==> config.mk <==
export PLATFORM = sky130hd
export DESIGN_NAME = smcr_ctrl
export DESIGN_NICKNAME = d
export VERILOG_FILES = /design/src/design/smcr_pkg.sv /design/src/design/smcr_ctrl.sv
export SDC_FILE = /design/constraint.sdc
export NUM_CORES = 1
export LEC_CHECK = 0
export BUFFER_PORTS_ARGS = -buffer_cell sky130_fd_sc_hd__buf_4
export CAP_MARGIN = 20
export CORE_MARGIN = 2
export CORE_UTILIZATION = 43
export CTS_BUF_LIST = sky130_fd_sc_hd__clkbuf_16
export DETAILED_ROUTE_END_ITERATION = 16
export HOLD_SLACK_MARGIN = 0.12
export PLACE_DENSITY_LB_ADDON = 0.08
export SYNTH_ARGS = -nofsm -noshare
export SYNTH_HDL_FRONTEND = slang
export SYNTH_SLANG_ARGS = --single-unit
==> constraint.sdc <==
create_clock -name clk -period 1.86 [get_ports clk]
set_input_delay 0.093 -clock clk [delete_from_list [all_inputs] [get_ports clk]]
set_output_delay 0.093 -clock clk [all_outputs]
set_load 0.01 [all_outputs]
==> src/design/smcr_pkg.sv <==
// shared types and constants for the cell request sort-and-merge unit
package smcr_pkg;

    localparam int MaxRecords = 64;
    localparam int IdxW = $clog2(MaxRecords);
    localparam int CntW = $clog2(MaxRecords + 1);

    typedef struct packed {
        logic [31:0] cell_id;
        logic [7:0]  channel_mask;
        logic [2:0]  request_class;
        logic        activate_flag;
        logic [15:0] priority_frac;
        logic [15:0] source_id;
        logic [47:0] deadline_ns;
        logic        batch_end;
    } req_t;

    typedef struct packed {
        logic [31:0] out_cell_id;
        logic [7:0]  out_channel_mask;
        logic [2:0]  out_class;
        logic        out_activate;
        logic [15:0] out_priority;
        logic [15:0] out_source_id;
        logic [47:0] out_deadline_ns;
        logic        overflowed;
        logic        last_result;
    } res_t;

    // one held record
    typedef struct packed {
        logic [31:0] id;
        logic [7:0]  mask;
        logic [2:0]  cls;
        logic        act;
        logic [15:0] prio;
        logic [15:0] src;
        logic [47:0] dl;
    } rec_t;

    localparam int RecW = $bits(rec_t);

    // controller to datapath
    typedef struct packed {
        logic           load_req;   // capture the accepted request
        logic           clr_scan;   // restart the scan pointer at zero
        logic           scan_step;  // advance the scan pointer
        logic           do_merge;   // write merged record at scan pointer
        logic           do_insert;  // write new record at scan pointer
        logic           do_shift;   // carry displaced record one slot up
        logic           set_ovf;
        logic           clr_batch;  // empty the store after the drain
    } dp_cmd_t;

    // datapath to controller
    typedef struct packed {
        logic at_end;   // scan pointer reached held count
        logic hit;      // entry at pointer has the request id
        logic beyond;   // entry at pointer id is greater than the request id
        logic full;
        logic last;     // request is the batch end
        logic drain_last;
    } dp_sts_t;

endpackage

==> src/design/smcr_ctrl.sv <==
// sequencing of scan, merge, insert, shift and drain
module smcr_ctrl (
    input  logic              clk,
    input  logic              rst_n,
    input  logic              in_valid,
    output logic              in_ready,
    output logic              out_valid,
    input  logic              out_ready,
    output logic              out_last,
    input  smcr_pkg::dp_sts_t sts,
    output smcr_pkg::dp_cmd_t cmd,
    output logic              rd_en
);
    import smcr_pkg::*;

    typedef enum logic [6:0] {
        S_IDLE  = 7'b0000001,
        S_READ  = 7'b0000010,  // ram read of pointer entry in flight
        S_CMP   = 7'b0000100,
        S_SHIFT = 7'b0001000,
        S_DRD   = 7'b0010000,  // drain read in flight
        S_DOUT  = 7'b0100000,
        S_DONE  = 7'b1000000
    } state_t;

    state_t state_reg, state_next;

    always_comb
    begin
        state_next = state_reg;
        cmd        = '0;
        rd_en      = 1'b0;
        in_ready   = (state_reg == S_IDLE);
        out_valid  = (state_reg == S_DOUT);
        case (state_reg)
            S_IDLE:
            begin
                if (in_valid)
                begin
                    cmd.load_req = 1'b1;
                    cmd.clr_scan = 1'b1;
                    state_next   = S_READ;
                end
            end
            S_READ:
            begin
                state_next = S_CMP;
            end
            S_CMP:
            begin
                if (sts.at_end || sts.beyond)
                begin
                    if (sts.full)
                    begin
                        cmd.set_ovf = 1'b1;
                        state_next  = S_DONE;
                    end
                    else
                    begin
                        cmd.do_insert = 1'b1;
                        cmd.scan_step = 1'b1;
                        state_next    = sts.at_end ? S_DONE : S_SHIFT;
                    end
                end
                else if (sts.hit)
                begin
                    cmd.do_merge = 1'b1;
                    state_next   = S_DONE;
                end
                else
                begin
                    cmd.scan_step = 1'b1;
                    state_next    = S_READ;
                end
            end
            S_SHIFT:
            begin
                // read data is the record displaced from the slot below
                cmd.do_shift  = 1'b1;
                cmd.scan_step = 1'b1;
                if (sts.drain_last)
                begin
                    state_next = S_DONE;
                end
            end
            S_DONE:
            begin
                cmd.clr_scan = 1'b1;
                state_next   = sts.last ? S_DRD : S_IDLE;
            end
            S_DRD:
            begin
                state_next = S_DOUT;
            end
            S_DOUT:
            begin
                if (out_ready)
                begin
                    if (sts.drain_last)
                    begin
                        cmd.clr_batch = 1'b1;
                        cmd.clr_scan  = 1'b1;
                        state_next    = S_IDLE;
                    end
                    else
                    begin
                        rd_en      = 1'b1;
                        state_next = S_DRD;
                    end
                end
            end
            default:
            begin
                state_next = S_IDLE;
            end
        endcase
    end

    assign out_last = sts.drain_last;

    always_ff @(posedge clk or negedge rst_n)
    begin
        if (!rst_n)
        begin
            state_reg <= S_IDLE;
        end
        else
        begin
            state_reg <= state_next;
        end
    end
endmodule
Word-level counts from Yosys, hierarchy flattened
Index checks and enable logic that the tools add are counted.
{"block": "totals", "regBits": 7, "wordCells": 44, "out_inout_bits": 12}
{"block": "classes", "n_reduce_logical": 2, "eq_ne": 10, "muxes": 31}
{"operator": "7-bit two-way mux", "count": 7}
{"operator": "7-bit case mux with 7 select lines", "count": 1}
{"operator": "1-bit two-way mux", "count": 17}
{"operator": "5-bit two-way mux", "count": 2}
{"operator": "7-bit by 1-bit equality test with 1-bit output, second input constant", "count": 1}
{"operator": "7-bit by 2-bit equality test with 1-bit output, second input constant", "count": 1}
{"operator": "7-bit by 3-bit equality test with 1-bit output, second input constant", "count": 1}
{"operator": "7-bit by 4-bit equality test with 1-bit output, second input constant", "count": 1}
{"operator": "7-bit by 5-bit equality test with 1-bit output, second input constant", "count": 1}
{"operator": "7-bit by 6-bit equality test with 1-bit output, second input constant", "count": 1}
{"operator": "7-bit equality test, second input constant", "count": 1}
{"operator": "2-bit two-way mux", "count": 2}
{"operator": "2-bit != test, second input constant", "count": 2}
{"operator": "1-bit case mux with 3 select lines", "count": 1}
{"operator": "3-bit AND reduction", "count": 1}
{"operator": "2-bit by 1-bit != test with 1-bit output, second input constant", "count": 1}
{"operator": "1-bit case mux with 2 select lines", "count": 1}
{"operator": "1-bit logical OR", "count": 1}

Logic depth before layout (Yosys ltp)
Gate-level depths: netlist of the first run.
{"block": "depth", "word_depth": 4, "mapped_depth": 5, "mapped_depth_nobuf": 4}

Worst setup path after synthesis of the first run
No wires, ideal clock.
{"block": "synth_timing", "path_kind": "register to register", "startpoint": "register state_reg[6]", "endpoint": "register state_reg[6]", "stages_incl_launch_ff": 6, "path_slack_ns": -0.098, "setup_time_ns": 0.111, "n_path_buf": 1, "t_arrival_ns": 1.847, "required_time_ns": 1.749, "period_less_slack_ns": 1.958, "path_cell_list": "dfrtp_1 -> buf_6 -> or3_4 -> or4_4 -> and3_4 -> a2111oi_2"}
{"block": "synth_via", "elab_chain_cells": 3, "word_cells_on_any_way": 12}
{"item": "start: declaration", "line": "smcr_ctrl.sv:26", "rtl": "state_t state_reg, state_next;"}
{"item": "start signal: assignment", "line": "smcr_ctrl.sv:129", "rtl": "state_reg <= state_next;"}
{"item": "7-bit by 4-bit equality test with 1-bit output (tied with other cells)", "line": "smcr_ctrl.sv:35", "rtl": "case (state_reg)"}
{"item": "2-bit != test (no line) or 2-bit by 1-bit != test with 1-bit output (tied branches)"}
{"item": "3-bit AND reduction (no line)"}
Parallel ways exist; a longest one is shown, timed or not.
A chain may end at the register's enable or synchronous reset.

==> impl_summary.log, run 1 <==
INFO  metric outcome = finished, final reports clean
INFO  metric num_antenna_cells = 0
INFO  metric count_of_cell_types_in_the_netlist = 38
INFO  metric grt_pass1_wl = around 3300 um
INFO  metric grt_remaining_overflow = 0
INFO  metric largest_register_ffs = 7
INFO  metric cts.root.buffer_cell = clkbuf_16
INFO  metric crit_path_start_kind = flop
INFO  metric cellPowerDensity = 1138 nW/um2
INFO  metric hold_class = in -> reg
INFO  metric final-hold-violation-count = 0
INFO  metric io_buffers = 21
INFO  metric grt_setup_unrepaired = yes
INFO  metric syn_nets = 93
INFO  metric timing.final.max_slew_violations = 0
INFO  metric synth_flop_cell = dfrtp_1
INFO  metric antenna_violations_before_repair = 0
INFO  metric layout.core_utilization = 0.7126
INFO  metric final.setup_skew = around 1.6 ps
INFO  metric cts_num_sinks = 7
INFO  metric worstReg2RegEnd = state_reg[6]
INFO  metric boundaryPins = 22
INFO  metric grtUsageTotal = 0.2454
INFO  metric tritoncts = yes
INFO  metric place_worst_setup_slack = between 30 and 40 ps
INFO  metric asyncSetResetFlopFracSynth = 1.000
INFO  metric finalPower = ~0.0012 W
INFO  metric crit-reg2reg-launch = state_reg[1]
INFO  metric finalCritPeriodShare = 0.9928
INFO  metric fin_ws = approximately 13 ps
INFO  metric r2r_cells = 4
INFO  metric area_of_the_core_region = about 1500 um2
INFO  metric cts_htree_levels = 1
INFO  metric timing.critical_path.arrival = around 1800 ps
INFO  metric timing.max_slew.rel_slack = 0.7146
INFO  metric syn_avg_cell_area = approximately 7.9 um2
INFO  metric postRouteAntennaNets = 0
INFO  metric ratio_of_cells_with_drive_above_1_in_the_final_layout = 0.4779
INFO  metric first_pass_iters = 4
INFO  metric max_slew.worst_pin.slew = 423.6 ps
INFO  metric area_delta_synth_final = 59.62%
INFO  metric fmaxAchievable = 541.5 MHz
INFO  metric clk_transition_reported_paths = around 40 ps
INFO  metric average_detailed_routed_wire_length_per_instance = around 15 um
INFO  metric final-setup-viol-count = 0
INFO  metric num-nets-final = around 120
INFO  metric netlist_instances = 83
INFO  metric worst_ir_drop_vdd = about 0.6 mV
INFO  metric post-dp-hpwl = approximately 1400 um
INFO  metric initial_core_util = 0.4464
INFO  metric placer_s_final_routability_congestion_estimate = between 0.8 and 0.9
INFO  metric synth_area = about 660 um2
INFO  metric static-leakage-power = 0.4811 nW
INFO  metric clock_insertion_delay_worst_skew = between 200 and 250 ps
INFO  metric synthesis.yosys.warnings = 0
INFO  metric wire_length_after_detailed_routing = ~2000 um
INFO  metric die_h = roughly 43 um
INFO  metric cts_inserted_buffers = 3
INFO  metric timing.critical_path.required = 1770 ps
INFO  metric grt_pass1_vias = 735
INFO  metric setup.reg_to_reg.worst_slack = 70 ps
INFO  metric drc = 0
INFO  metric rows = 14
INFO  metric path_class = reg -> out
INFO  metric timing.critical_path.fanout_max = 4
INFO  metric postPlaceCellArea = between 800 and 900 um2
INFO  metric post_synth_edffs = 0
INFO  metric timing.max_cap.violations = 0
INFO  metric ys_seq_elements = 7
INFO  metric die_area = around 1900 um2
INFO  metric grt_start_max_net_pins = 11
INFO  metric viasPerCell = 6.000
INFO  metric drt_first_iter_violations = 17
INFO  metric route.vias.total = about 770
INFO  metric die-width = 43.09 um
INFO  metric setup.worst_path.end = cmd[7]
INFO  metric fin_worst_hold_slack = 145.2 ps
INFO  metric critical_path.startpoint = state_reg[3]
INFO  metric buffer_levels_on_the_longest_clock_path = 2
INFO  metric postLayoutCellArea = roughly 1000 um2
INFO  metric setup.worst_path.end_class = output port
INFO  metric fin_crit = 1847 ps
INFO  metric synth_sequential_area_ratio = 0.2686
metrics by stage:
step / TNS (ps) / std cells
global route: -92.21 / 129
global placement: 0 / 122
floorplan: -70.39 / 83
CTS: 0 / 128
detailed placement: 0 / 122
finish: 0 / 129
cell type report:
class | count | area, um2
Clock buffer | 3 | 75.07
Timing Repair Buffer | 34 | 260.3
Tap cell | 16 | 20.02
Sequential cell | 7 | 177.7
Fill cell | 117 | 422.9
Multi-Input combinational cell | 67 | 508.0
Clock inverter | 1 | 3.754
Inverter | 1 | 3.754
cell usage in the layout (no fill, tap or decap), types with 2 or more instances in the layout:
master / n
a21o_1: 2
a21oi_1: 3
and2_1: 2
and3_4: 2
buf_4: 32
clkbuf_16: 3
dfrtp_1: 5
dlygate4sd3_1: 2
inv_1: 2
nand2_1: 4
nand2b_1: 2
nand3_1: 2
nor2_1: 6
nor3_1: 3
nor3_2: 2
nor3b_1: 3
nor4_1: 5
o21ai_0: 6
or4_4: 2
xor2_1: 2
timing repair:
| action | CTS | global route |
|---|---|---|
| buffers inserted | 0 | 1 |
| gates resized for setup | 3 | 10 |
| hold buffers | 2 | 0 |
| endpoints found under the setup margin | 5 | 7 |
| hold endpoints to repair | 8 | 0 |
| pin swaps | 2 | 4 |
| gates cloned | 0 | 0 |
critical path, cell delays in order (launching register included):
cell and delay (ps):
dfrtp_1 390, or4_4 590, nor4b_4 260, and2_1 160
buf_4 110
cell usage after synthesis (all sizes together), types with 2 or more instances:
| master | count | area share |
|---|---|---|
| a21o | 2 | 0.023 |
| a21oi | 3 | 0.023 |
| and2 | 2 | 0.019 |
| and3 | 2 | 0.027 |
| buf | 2 | 0.029 |
| clkbuf | 6 | 0.034 |
| dfrtp | 6 | 0.23 |
| nand2 | 5 | 0.029 |
| nand2b | 2 | 0.019 |
| nand3 | 3 | 0.023 |
| nor2 | 8 | 0.046 |
| nor3 | 6 | 0.046 |
| nor3b | 3 | 0.034 |
| nor4 | 5 | 0.048 |
| nor4b | 2 | 0.036 |
| o21ai | 6 | 0.046 |
| or4 | 2 | 0.029 |
| xor2 | 2 | 0.027 |
kinds of logic (layout without fill, tap and decap cells):
family	after synthesis	after routing	share of synthesized area
AO/OA/AOI/OAI	17	17	0.1714
XOR/XNOR	3	3	0.04001
buffers and inverters	9	39	0.06857
flip-flops	7	7	0.2686
multiplexers	2	2	0.03238
AND/OR/NAND/NOR	45	45	0.4191
per-layer routing:
layer,up-vias,GRT usage,share of wire
met5,-,0,0
met4,0,0.1273,0.013
met3,4,0.02553,0.049
met2,27,0.3821,0.48
met1,373,0.3307,0.45
li1,370,-,-
worst min path at each step:
| stage | endpoint | slack, ps | from | cells after the start |
|---|---|---|---|---|
| 2_1_floorplan | state_reg[1] | -200 | rst_n | 0 |
| 3_3_place_gp | state_reg[5] | -90 | rst_n | 1 |
| 3_5_place_dp | state_reg[5] | -90 | rst_n | 1 |
| 4_1_cts | state_reg[3] | 140 | sts[3] | 3 |
| 5_1_grt | state_reg[3] | 160 | sts[3] | 3 |
| 6_report | state_reg[3] | 150 | sts[3] | 3 |
power by group:
part	switching, W	internal, W	leakage, nW	total [W]
Combinational	0.000322	0.000299	0.347	0.000621
Sequential	0.0000156	0.000186	0.0917	0.000202
Clock	0.0000893	0.000280	0.0423	0.000370
Total	0.000427	0.000766	0.481	0.00119
(Power assumes the default switching activity.)
==> inputs of run 2 (changes only) <==
--- a/config.mk
+++ b/config.mk
@@ -12,7 +12,7 @@
 export CTS_BUF_LIST = sky130_fd_sc_hd__clkbuf_16
 export DETAILED_ROUTE_END_ITERATION = 16
 export HOLD_SLACK_MARGIN = 0.12
-export PLACE_DENSITY_LB_ADDON = 0.08
+export PLACE_DENSITY = 0.73
 export SYNTH_ARGS = -nofsm -noshare
 export SYNTH_HDL_FRONTEND = slang
 export SYNTH_SLANG_ARGS = --single-unit
==> run 2 against run 1 <==
Compared with the run above:
- the flow now finishes with violations (setup timing)
- combinational power up 5.2%
- critical path type unchanged
- cell area up 3.0%
- critical path depth unchanged
- power up 3.1%
- worst hold slack worse by 18 ps
- clock skew down 0.79 ps
==> impl_summary.log, run 2 (synthesized netlist as in run 1, its figures left out) <==
INFO  metric final-setup-viol-count = 1 (+1)
INFO  metric cellPowerDensity = 1139 nW/um2 (about the same)
INFO  metric fin_ws = -51.42 ps (-64.86 ps)
INFO  metric grt_pass1_vias = 749 (+1.9%)
INFO  metric worst_ir_drop_vdd = 0.5753 mV (-3.1%)
INFO  metric cts.root.buffer_cell = clkbuf_16
INFO  metric fin_worst_hold_slack = 126.9 ps (-18.34 ps)
INFO  metric outcome = complete, but fails checks
INFO  metric path_class = reg -> out
INFO  metric layout.core_utilization = 0.7338 (+0.02126)
INFO  metric hold_class = in -> reg
INFO  metric grtUsageTotal = 0.2578 (+0.01241)
INFO  metric antenna_violations_before_repair = 0 (unchanged)
INFO  metric layout.cells.most_common_list = 34 x buf_4, 7 x nor2_1, 6 x o21ai_0
INFO  metric place_worst_setup_slack = 27.19 ps (-4.293 ps)
INFO  metric timing.max_cap.violations = 0 (unchanged)
INFO  metric timing.max_slew.rel_slack = 0.7053 (-0.009299)
INFO  metric finalCritPeriodShare = 1.028 (+0.03487)
INFO  metric grt_pass1_wl = 3505 um (+4.8%)
INFO  metric internal_power = 0.0007940 W (+3.7%)
INFO  metric grt_setup_unrepaired = yes
INFO  metric die_h = 43.09 um (unchanged)
INFO  metric placer_s_final_routability_congestion_estimate = 0.8253 (+1.1%)
INFO  metric setup.reg_to_reg.worst_slack = 70 ps (about the same)
INFO  metric min_from = sts[0]
INFO  metric power.share.sequential = 0.168 (about the same)
INFO  metric route.vias.total = 807 (+4.3%)
INFO  metric die-width = 43.09 um (unchanged)
INFO  metric net-switching-power = 0.0004357 W (+2.0%)
INFO  metric io_buffers = 21 (unchanged)
INFO  metric failed_checks = setup timing
INFO  metric setup.worst_path.end_class = output port
INFO  metric crit-reg2reg-launch = state_reg[3]
INFO  metric place.detailed.instances = 121 (-0.82%)
INFO  metric timing.critical_path.fanout_max = 4 (unchanged)
INFO  metric die_area = 1856 um2 (unchanged)
INFO  metric num-nets-final = 128 (+3.2%)
INFO  metric rows = 14 (unchanged)
INFO  metric fin_crit = 1911 ps (+64.86 ps)
INFO  metric postRouteAntennaNets = 0 (unchanged)
INFO  metric boundaryPins = 22 (unchanged)
INFO  metric crit_path_start_kind = flop
INFO  metric max_slew.worst_pin.slew = 437.4 ps (+13.80 ps)
INFO  metric final-instance-count-excl-fill = 133 (+3.1%)
INFO  metric post-dp-hpwl = 1480 um (+3.7%)
INFO  metric timing.critical_path.arrival = 1820 ps (+70 ps)
INFO  metric grt_start_max_net_pins = 11 (unchanged)
INFO  metric final_common_cell = buf_4
INFO  metric tritoncts = yes
INFO  metric fmaxAchievable = 523.2 MHz (-3.4%)
INFO  metric holdPathEnd = state_reg[3]
INFO  metric worstReg2RegEnd = state_reg[4]
INFO  metric clock_insertion_delay_worst_skew = 230 ps (about the same)
INFO  metric timing.final.max_slew_violations = 0 (unchanged)
INFO  metric final.setup_skew = 0.7771 ps (-0.7874 ps)
INFO  metric final-hold-violation-count = 0 (unchanged)
INFO  metric wire_length_after_detailed_routing = 2230 um (+12%)
INFO  metric clkPwrFrac = 0.300 (-0.010)
INFO  metric cts_num_sinks = 7 (unchanged)
INFO  metric buffer_levels_on_the_longest_clock_path = 2 (unchanged)
INFO  metric r2r_cells = 7 (+3)
INFO  metric clk_transition_reported_paths = 40 ps (about the same)
INFO  metric ratio_of_cells_with_drive_above_1_in_the_final_layout = 0.5128 (+0.03494)
INFO  metric power.combinational.fraction = 0.531 (+0.010)
INFO  metric area_of_the_core_region = 1471 um2 (unchanged)
INFO  metric area_delta_synth_final = 64.38%
INFO  metric drt_first_iter_violations = 31 (+14)
INFO  metric initial_core_util = 0.4464 (unchanged)
INFO  metric grt_remaining_overflow = 0 (unchanged)
INFO  metric num_antenna_cells = 0 (unchanged)
INFO  metric static-leakage-power = 0.5003 nW (+4.0%)
INFO  metric switching_share = 0.3543 (-0.003758)
INFO  metric worstHoldPathCells = 2 (-1)
INFO  metric cts_htree_levels = 1 (unchanged)
INFO  metric average_detailed_routed_wire_length_per_instance = 16.77 um (+8.3%)
INFO  metric first_pass_iters = 4 (unchanged)
INFO  metric largest_register_ffs = 7 (unchanged)
INFO  metric viasPerCell = 6.068 (+1.1%)
INFO  metric drc = 0 (unchanged)
INFO  metric timing.critical_path.required = 1770 ps (about the same)
INFO  metric finalPower = 0.001230 W (+3.1%)
INFO  metric cts_inserted_buffers = 3 (unchanged)
## run 2: cell count changes in the layout (fill, tap and decap cells not counted), moves of 2 or more
cell,delta
buf_4,+2
buf_6,+3
dfrtp_1,-3
dfrtp_2,+3
## run 2: timing repair
item,in CTS,in global routing
buffers inserted,2,5
resized for setup,6,10
hold buffers,1,0
setup endpoints to repair,7,6
pin swaps,2,4
hold endpoints to repair,7,0
## run 2: how the worst max path moves through the flow
| stage | depth (start not counted) | from | slack (ps) | to |
|---|---|---|---|---|
| floorplan | 5 | state_reg[6] | -40 | state_reg[6] |
| global placement | 5 | state_reg[2] | 50 | state_reg[4] |
| detailed placement | 4 | state_reg[0] | 30 | state_reg[6] |
| global route | 4 | state_reg[2] | -100 | cmd[7] |
| CTS | 4 | state_reg[3] | -20 | cmd[7] |
| finish | 4 | state_reg[3] | -50 | cmd[7] |
## run 2: layout make-up
cell class | count | area [um2]
tap | 16 | 20.02
clock buffer | 3 | 75.07
fill | 115 | 391.6
multi-input combinational | 67 | 496.7
clock inverter | 1 | 3.754
sequential | 7 | 181.4
timing repair buffer | 38 | 299.0
inverter | 1 | 3.754
## run 2: worst max-delay path: stages (launching register included)
cell     delay (ps)
dfrtp_2         430
or4_4           590
nor4b_4         280
and2_1          170
buf_4           120
## run 2: routing by layer
| metal | share of wire | track usage |
|---|---|---|
| met4 | 0.018 | 0.09697 |
| met1 | 0.42 | 0.3316 |
| met5 | 0 | 0 |
| met2 | 0.50 | 0.4149 |
| met3 | 0.052 | 0.05957 |
## run 2: power groups by stage
| stage | clock, W | sequential, W | combinational [W] |
|---|---|---|---|
| after floorplan | 0 | 0.000197 | 0.000366 |
| after global placement | 0 | 0.000205 | 0.000533 |
| after detailed placement | 0 | 0.000206 | 0.000551 |
| after CTS | 0.000370 | 0.000206 | 0.000590 |
| after global routing | 0.000387 | 0.000209 | 0.000704 |
| final | 0.000369 | 0.000207 | 0.000653 |
## run 2: metrics by stage
step / area [um2] / TNS [ps]
floorplan: 668.1 / -70.39
global placement: 872.1 / 0
detailed placement: 872.1 / 0
CTS: 996.0 / -22.30
global route: 1080 / -353.5
finish: 1080 / -51.42
